### src/rtl/core/sofif_pkg.sv
`timescale 1ns / 1ps
// ----------------------------------------------------------------------------
// sofif_pkg
// Shared types, constants and helpers for the second-order IIR filter.
// ----------------------------------------------------------------------------
package sofif_pkg;

   // Sample and coefficient formats: Q16.16 samples, Q2.30 coefficients
   localparam int SAMPLE_W    = 32;
   localparam int COEF_W      = 32;
   localparam int PROD_W      = SAMPLE_W + COEF_W;
   localparam int FRAC_SHIFT  = 30;
   localparam int CSR_INDEX_W = 3;

   // Default history depth
   localparam int FILTER_ORDER_DEF = 2;

   typedef logic signed [SAMPLE_W-1:0]  sample_type;
   typedef logic signed [COEF_W-1:0]    coef_word_type;
   typedef logic [CSR_INDEX_W-1:0]      csr_index_type;

   // Configuration register indexes
   localparam csr_index_type REG_B0 = 3'd0;
   localparam csr_index_type REG_B1 = 3'd1;
   localparam csr_index_type REG_B2 = 3'd2;
   localparam csr_index_type REG_A1 = 3'd3;
   localparam csr_index_type REG_A2 = 3'd4;

   localparam sample_type SAMPLE_MAX = 32'sh7FFF_FFFF;
   localparam sample_type SAMPLE_MIN = 32'sh8000_0000;

   typedef struct packed {
      coef_word_type b0;
      coef_word_type b1;
      coef_word_type b2;
      coef_word_type a1;
      coef_word_type a2;
   } coef_type;

   // Numerator coefficient for a tap; taps past the register set are zero
   function automatic coef_word_type tap_num(coef_type c, int tap);
      coef_word_type r;
      case (tap)
         0:       r = c.b0;
         1:       r = c.b1;
         2:       r = c.b2;
         default: r = '0;
      endcase
      return r;
   endfunction

   // Denominator coefficient for a tap; the leading one is implied
   function automatic coef_word_type tap_den(coef_type c, int tap);
      coef_word_type r;
      case (tap)
         1:       r = c.a1;
         2:       r = c.a2;
         default: r = '0;
      endcase
      return r;
   endfunction

endpackage

### src/rtl/core/sofif_intf.sv


interface sofif_csr_if import sofif_pkg::*; ();
   logic          valid;
   logic          ready;
   csr_index_type index;
   coef_word_type wdata;

   modport source (output valid, output index, output wdata, input ready);
   modport sink   (input valid, input index, input wdata, output ready);
endinterface

### src/rtl/core/sofif_coef_regs.sv
`timescale 1ns / 1ps
// ----------------------------------------------------------------------------
// sofif_coef_regs
// Coefficient register file, written over the register write channel.
// ----------------------------------------------------------------------------
module sofif_coef_regs import sofif_pkg::*; (
   input  logic           clock,
   input  logic           reset,
   sofif_csr_if.sink      csr_ch,
   output coef_type       coef
);

   coef_type coef_ff;
   coef_type coef_in;
   logic     csr_fire;

   // Always take a write; indexes past the list are dropped
   assign csr_ch.ready = 1'b1;
   assign csr_fire     = csr_ch.valid & csr_ch.ready;

   // Decode the write into the addressed coefficient
   always_comb begin
      coef_in = coef_ff;
      if (csr_fire) begin
         case (csr_ch.index)
            REG_B0:  coef_in.b0 = csr_ch.wdata;
            REG_B1:  coef_in.b1 = csr_ch.wdata;
            REG_B2:  coef_in.b2 = csr_ch.wdata;
            REG_A1:  coef_in.a1 = csr_ch.wdata;
            REG_A2:  coef_in.a2 = csr_ch.wdata;
            default: coef_in = coef_ff;
         endcase
      end
   end

   always_ff @(posedge clock) begin
      if (reset) begin
         coef_ff <= '0;
      end else begin
         coef_ff <= coef_in;
      end
   end

   assign coef = coef_ff;

endmodule

### src/flat_wrapper.sv
// flat-port wrapper written by rule: the top's interface ports become plain ports
module sofif_coef_regs_flat import sofif_pkg::*;
  (clock, reset, coef, csr_ch_valid, csr_ch_index, csr_ch_wdata, csr_ch_ready);
  sofif_csr_if csr_ch_i ();
  input  logic clock;
  input  logic reset;
  output coef_type coef;
  input wire logic [$bits(csr_ch_i.valid)-1:0] csr_ch_valid;
  input wire logic [$bits(csr_ch_i.index)-1:0] csr_ch_index;
  input wire logic [$bits(csr_ch_i.wdata)-1:0] csr_ch_wdata;
  output wire logic [$bits(csr_ch_i.ready)-1:0] csr_ch_ready;
  assign csr_ch_i.valid = csr_ch_valid;
  assign csr_ch_i.index = csr_ch_index;
  assign csr_ch_i.wdata = csr_ch_wdata;
  assign csr_ch_ready = csr_ch_i.ready;
  sofif_coef_regs u_core (.clock(clock), .reset(reset), .csr_ch(csr_ch_i), .coef(coef));
endmodule
### config.mk
export PLATFORM = sky130hd
export DESIGN_NAME = sofif_coef_regs_flat
export DESIGN_NICKNAME = d
export VERILOG_FILES = /design/src/rtl/core/sofif_pkg.sv /design/src/rtl/core/sofif_intf.sv /design/src/rtl/core/sofif_coef_regs.sv /design/src/flat_wrapper.sv
export SDC_FILE = /design/constraint.sdc
export NUM_CORES = 1
export LEC_CHECK = 0
export BUFFER_PORTS_ARGS = -buffer_cell sky130_fd_sc_hd__buf_2
export CAP_MARGIN = 20
export CORE_MARGIN = 2
export CORE_UTILIZATION = 51
export DETAILED_ROUTE_END_ITERATION = 12
export HOLD_SLACK_MARGIN = 0.08
export PLACE_DENSITY = 0.86
export SYNTH_ARGS = -nofsm -noshare
export SYNTH_HDL_FRONTEND = slang
export SYNTH_SLANG_ARGS = --single-unit
### constraint.sdc
create_clock -name clock -period 1.42 [get_ports clock]
set_input_delay 0 -clock clock [delete_from_list [all_inputs] [get_ports clock]]
set_output_delay 0 -clock clock [all_outputs]
set_load 0.1 [all_outputs]
# After elaboration in Yosys (flattened, before gate mapping)
# Index checks and enable logic that the tools add are counted.
[word_totals]
in_bits = 38
wordCells = 15
out_inout_bits = 161
reg_bits = 160
[op_classes]
reduce_logical = 6
eq_ne = 4
[op_table]
columns = ["cell", "n"]
rows = [
  ["2-bit AND reduction", 5],
  ["3-bit by 2-bit == test with 1-bit output (second input constant)", 2],
  ["3-bit by 1-bit == test with 1-bit output (second input constant)", 1],
  ["3-bit == test (second input constant)", 1],
  ["3-bit zero test", 1],
]

# Longest topological paths before layout
[depth]
depth_word = 2
depth_mapped = 4
mapped_depth_nobuf = 2

# Worst setup path after synthesis
# OpenSTA, ideal clock, no wires.
[synth_path]
path_kind = "reg-to-reg"
startpoint = "register, netlist name u_core.coef[0]"
endpoint = "register u_core.coef_ff, in the netlist u_core.coef[0]"
required_time_ns = 1.348
setup_slack_ns = 0.188
setup_time_ns = 0.072
period_less_slack_ns = 1.232
n_path_buf = 0
stages_incl_launch_ff = 3
arrival_time_ns = 1.160
cell_sequence = "dfxtp_1 > nand2b_1 > mux2i_1"
[synth_rtl]
columns = ["item", "line", "text"]
rows = [
  ["to (signal assigned)", "sofif_coef_regs.sv:40", "coef_ff <= coef_in;"],
  ["to (decl)", "sofif_coef_regs.sv:13", "coef_type coef_ff;"],
]

# Worst setup path after layout
[layout_path]
startpoint = "register u_core.coef_ff, in the netlist u_core.coef[114]"
endpoint = "output port coef[114] (netlist name)"
[layout_rtl]
columns = ["item", "line", "text"]
rows = [
  ["to (decl)", "flat_wrapper.sv:7", "output coef_type coef;"],
]
# No word-level cell between the ends.

==> results.md <==
- Antenna Diode Count: 0
- Setup WS pre-CTS: between 70 and 80 ps
- Share of layout cells above drive strength 1: 30.9%
- Number of global-route vias before repair: 4927
- Final GP Congestion: ~0.84
- Synth Register Bits: 160
- Total gr overflow: 0
- Root Buffer: clkbuf_16
- CP Buf/Inv Count: 1
- Max reg flops: 160
- Clock power share: about 44%
- Initial antenna violation count: 0
- First-pass GRT wire length: approximately 25000 µm
- Slowest CP cell: buf_2
- PwrDens: approximately 1300 nW/µm²
- Mapped Cells: between 500 and 600
- Clock insertion delay at the later pin of the skew report: approximately 400 ps
- H-Tree Depth: 4
- Arrival time worst endpoint: about 1200 ps
- Die ar.: 13300 µm²
- DR WL/cell: 16.7 µm
- Crit Path Category: flip-flop to output pin
- Final wirelength: roughly 16000 µm
- Yosys cell types: 14
- Status: finished, final reports clean
- Clock Path Buffers: 2
- Critical path's largest stage delay: about 450 ps
- Starting Density: between 50 and 60%
- Worst Setup Start Kind: flip-flop
- Period minus WS final: between 1000 and 1500 ps
- Placed wire-length estimate: approximately 11000 µm
- Psw: ~2.9 mW
- Final WS setup: 194 ps
- Mapped Nets: 600
- DR pass1 iterations: 4
- Pins over their slew limit: 0
- Total negative setup slack: 0 ps
- Switching Fraction: 26.5%
- Commonest non-fill, non-tap cells in the layout: buf_2 (196), nand2b_1 (192), mux2i_1 (160), dfxtp_1 (160), dlygate4sd3_1 (32)
- Layout net count: between 800 and 900
- Max Fclk: 816 MHz
- Synth warn: 0
- CP Max Fanout: 2
- Core area: about 12000 µm²
- Cell Count, Final, Fillers Out: 962
- Register area share after synthesis: between 50 and 60%
- Largest net degree at the start of global routing: about 110
- TritonCTS clock tree: built
- Setup Buffers After CTS: 0
- Top delay family on crit path: buffers and inverters
- Syn_area_per_cell: approximately 11 µm²
- CTS buffer count: 17
- # DRC: 0
- Min-Delay Path Class: input pin to flip-flop
- Clk slew on worst S/H paths: roughly 60 ps
- Sequential share of power: a little over two fifths
- DIE WIDTH: around 120 µm
- Max_slew headroom: approximately two thirds
- IO Port Bufs: just under 200
- Routed Antenna Nets: 0
- Drt initial violations: about 340
- Dpl cells: 899
- Period utilization: a little under nine tenths
- FP Rows: 40
- Post-Syn Area: approximately 6300 µm²
- Fin. Hold Viols: 0
- Gates resized, CTS repair: 0
- Worst Skew: 0 ps
- Most common cell after layout, fill and taps aside: buf_2
- P_leak: around 4.4 nW
- Internal Pwr Total: between 7 and 8 mW
- Logic pwr share: between 10% and 20%
- Final setup fails: 0
- Vias: ~4800
- Die Y: roughly 120 µm
- Max VDD drop: 0.627 mV
- Worst EP required: roughly 1400 ps
- RSZ-0062 raised after global routing: no
- Clock Sinks: 160
- Critical Path End Type: output pin
- DR vias/cell: 5.00
- MaxCap Viol Count: 0
- Worst-Margin Slew: 518 ps
- Ports: ~200
- Layout area overhead: 33.5%
- Gr usage total: between 20% and 30%
- Crit-path cells: buf_2
[routing by layer]
metal  global-route usage, %  up-vias  share of wire (%)
met5                       0        -                  0
met4                    9.00        0                2.3
met3                    6.96       35                6.4
met2                    41.1      180                 49
met1                    29.7     2299                 42
li1                        -     2293                  -
[final timing paths]
check	end	cells past startpoint	startpoint	slack, ps
max	coef[114]	1	u_core.coef[114]$_SDFFE_PP0P_	190
min	u_core.coef[56]$_SDFFE_PP0P_	4	reset	210
max reg2reg	u_core.coef[114]$_SDFFE_PP0P_	2	u_core.coef[114]$_SDFFE_PP0P_	720
min reg2reg	u_core.coef[122]$_SDFFE_PP0P_	2	u_core.coef[122]$_SDFFE_PP0P_	470
[timing repair]
item	in CTS	in global routing
setup endpoints to repair	0	0
hold buffers	32	0
endpoints found under the hold margin	155	0
[worst register-to-register path, delay by kind of cell (launching register included)]
family	cells	cell delay [ps]
DFF	1	370
muxes	1	170
and+or+nand+nor	1	70
[Yosys cell counts (all sizes together)]
| cell type | number | area [µm²] |
|---|---|---|
| and4b | 1 | 10.0 |
| nand4b | 1 | 8.76 |
| dfxtp | 160 | 3200 |
| and4bb | 1 | 12.5 |
| clkbuf | 25 | 93.8 |
| or4b | 1 | 10.0 |
| buf | 17 | 139 |
| conb | 1 | 3.75 |
| nand4bb | 3 | 33.8 |
| mux2i | 160 | 1600 |
| nand2b | 192 | 1200 |
[cell type report]
class | count | area [µm²]
clock buffer | 21 | 450
clock inverter | 10 | 161
fill | 849 | 3630
multi-input combinational | 360 | 2920
sequential | 160 | 3200
tap | 168 | 210
timing repair buffer | 243 | 1490
[through the flow]
step	instance area [µm²]	hold WS (ps)	util, %	total power [mW]
floorplan	6320	241	-	5.83
finish	8430	206	69.9	10.8
detailed placement	7500	369	62.2	6.11
global placement	7500	356	62.2	6.08
global route	8430	242	69.9	11.1
CTS	8430	190	69.9	10.9
[power groups by stage]
stage                     Combinational [mW]  Sequential [mW]  Clock, mW
after floorplan                        0.378             5.45          0
after global placement                  1.35             4.73          0
after detailed placement                1.37             4.74          0
after CTS                               1.44             4.64       4.81
after global routing                    1.50             4.65       4.98
final                                   1.44             4.64       4.74
[cells by family (layout without fill, tap and decap cells)]
family / count (synthesis) / after routing / share of synthesized area (%)
mux: 160 / 160 / 25.4
flops: 160 / 160 / 50.7
simple gates: 199 / 199 / 20.2
other cells: 1 / 1 / 0.0594
buf+inv: 42 / 274 / 3.68
Power figures use the tool's default switching activity.
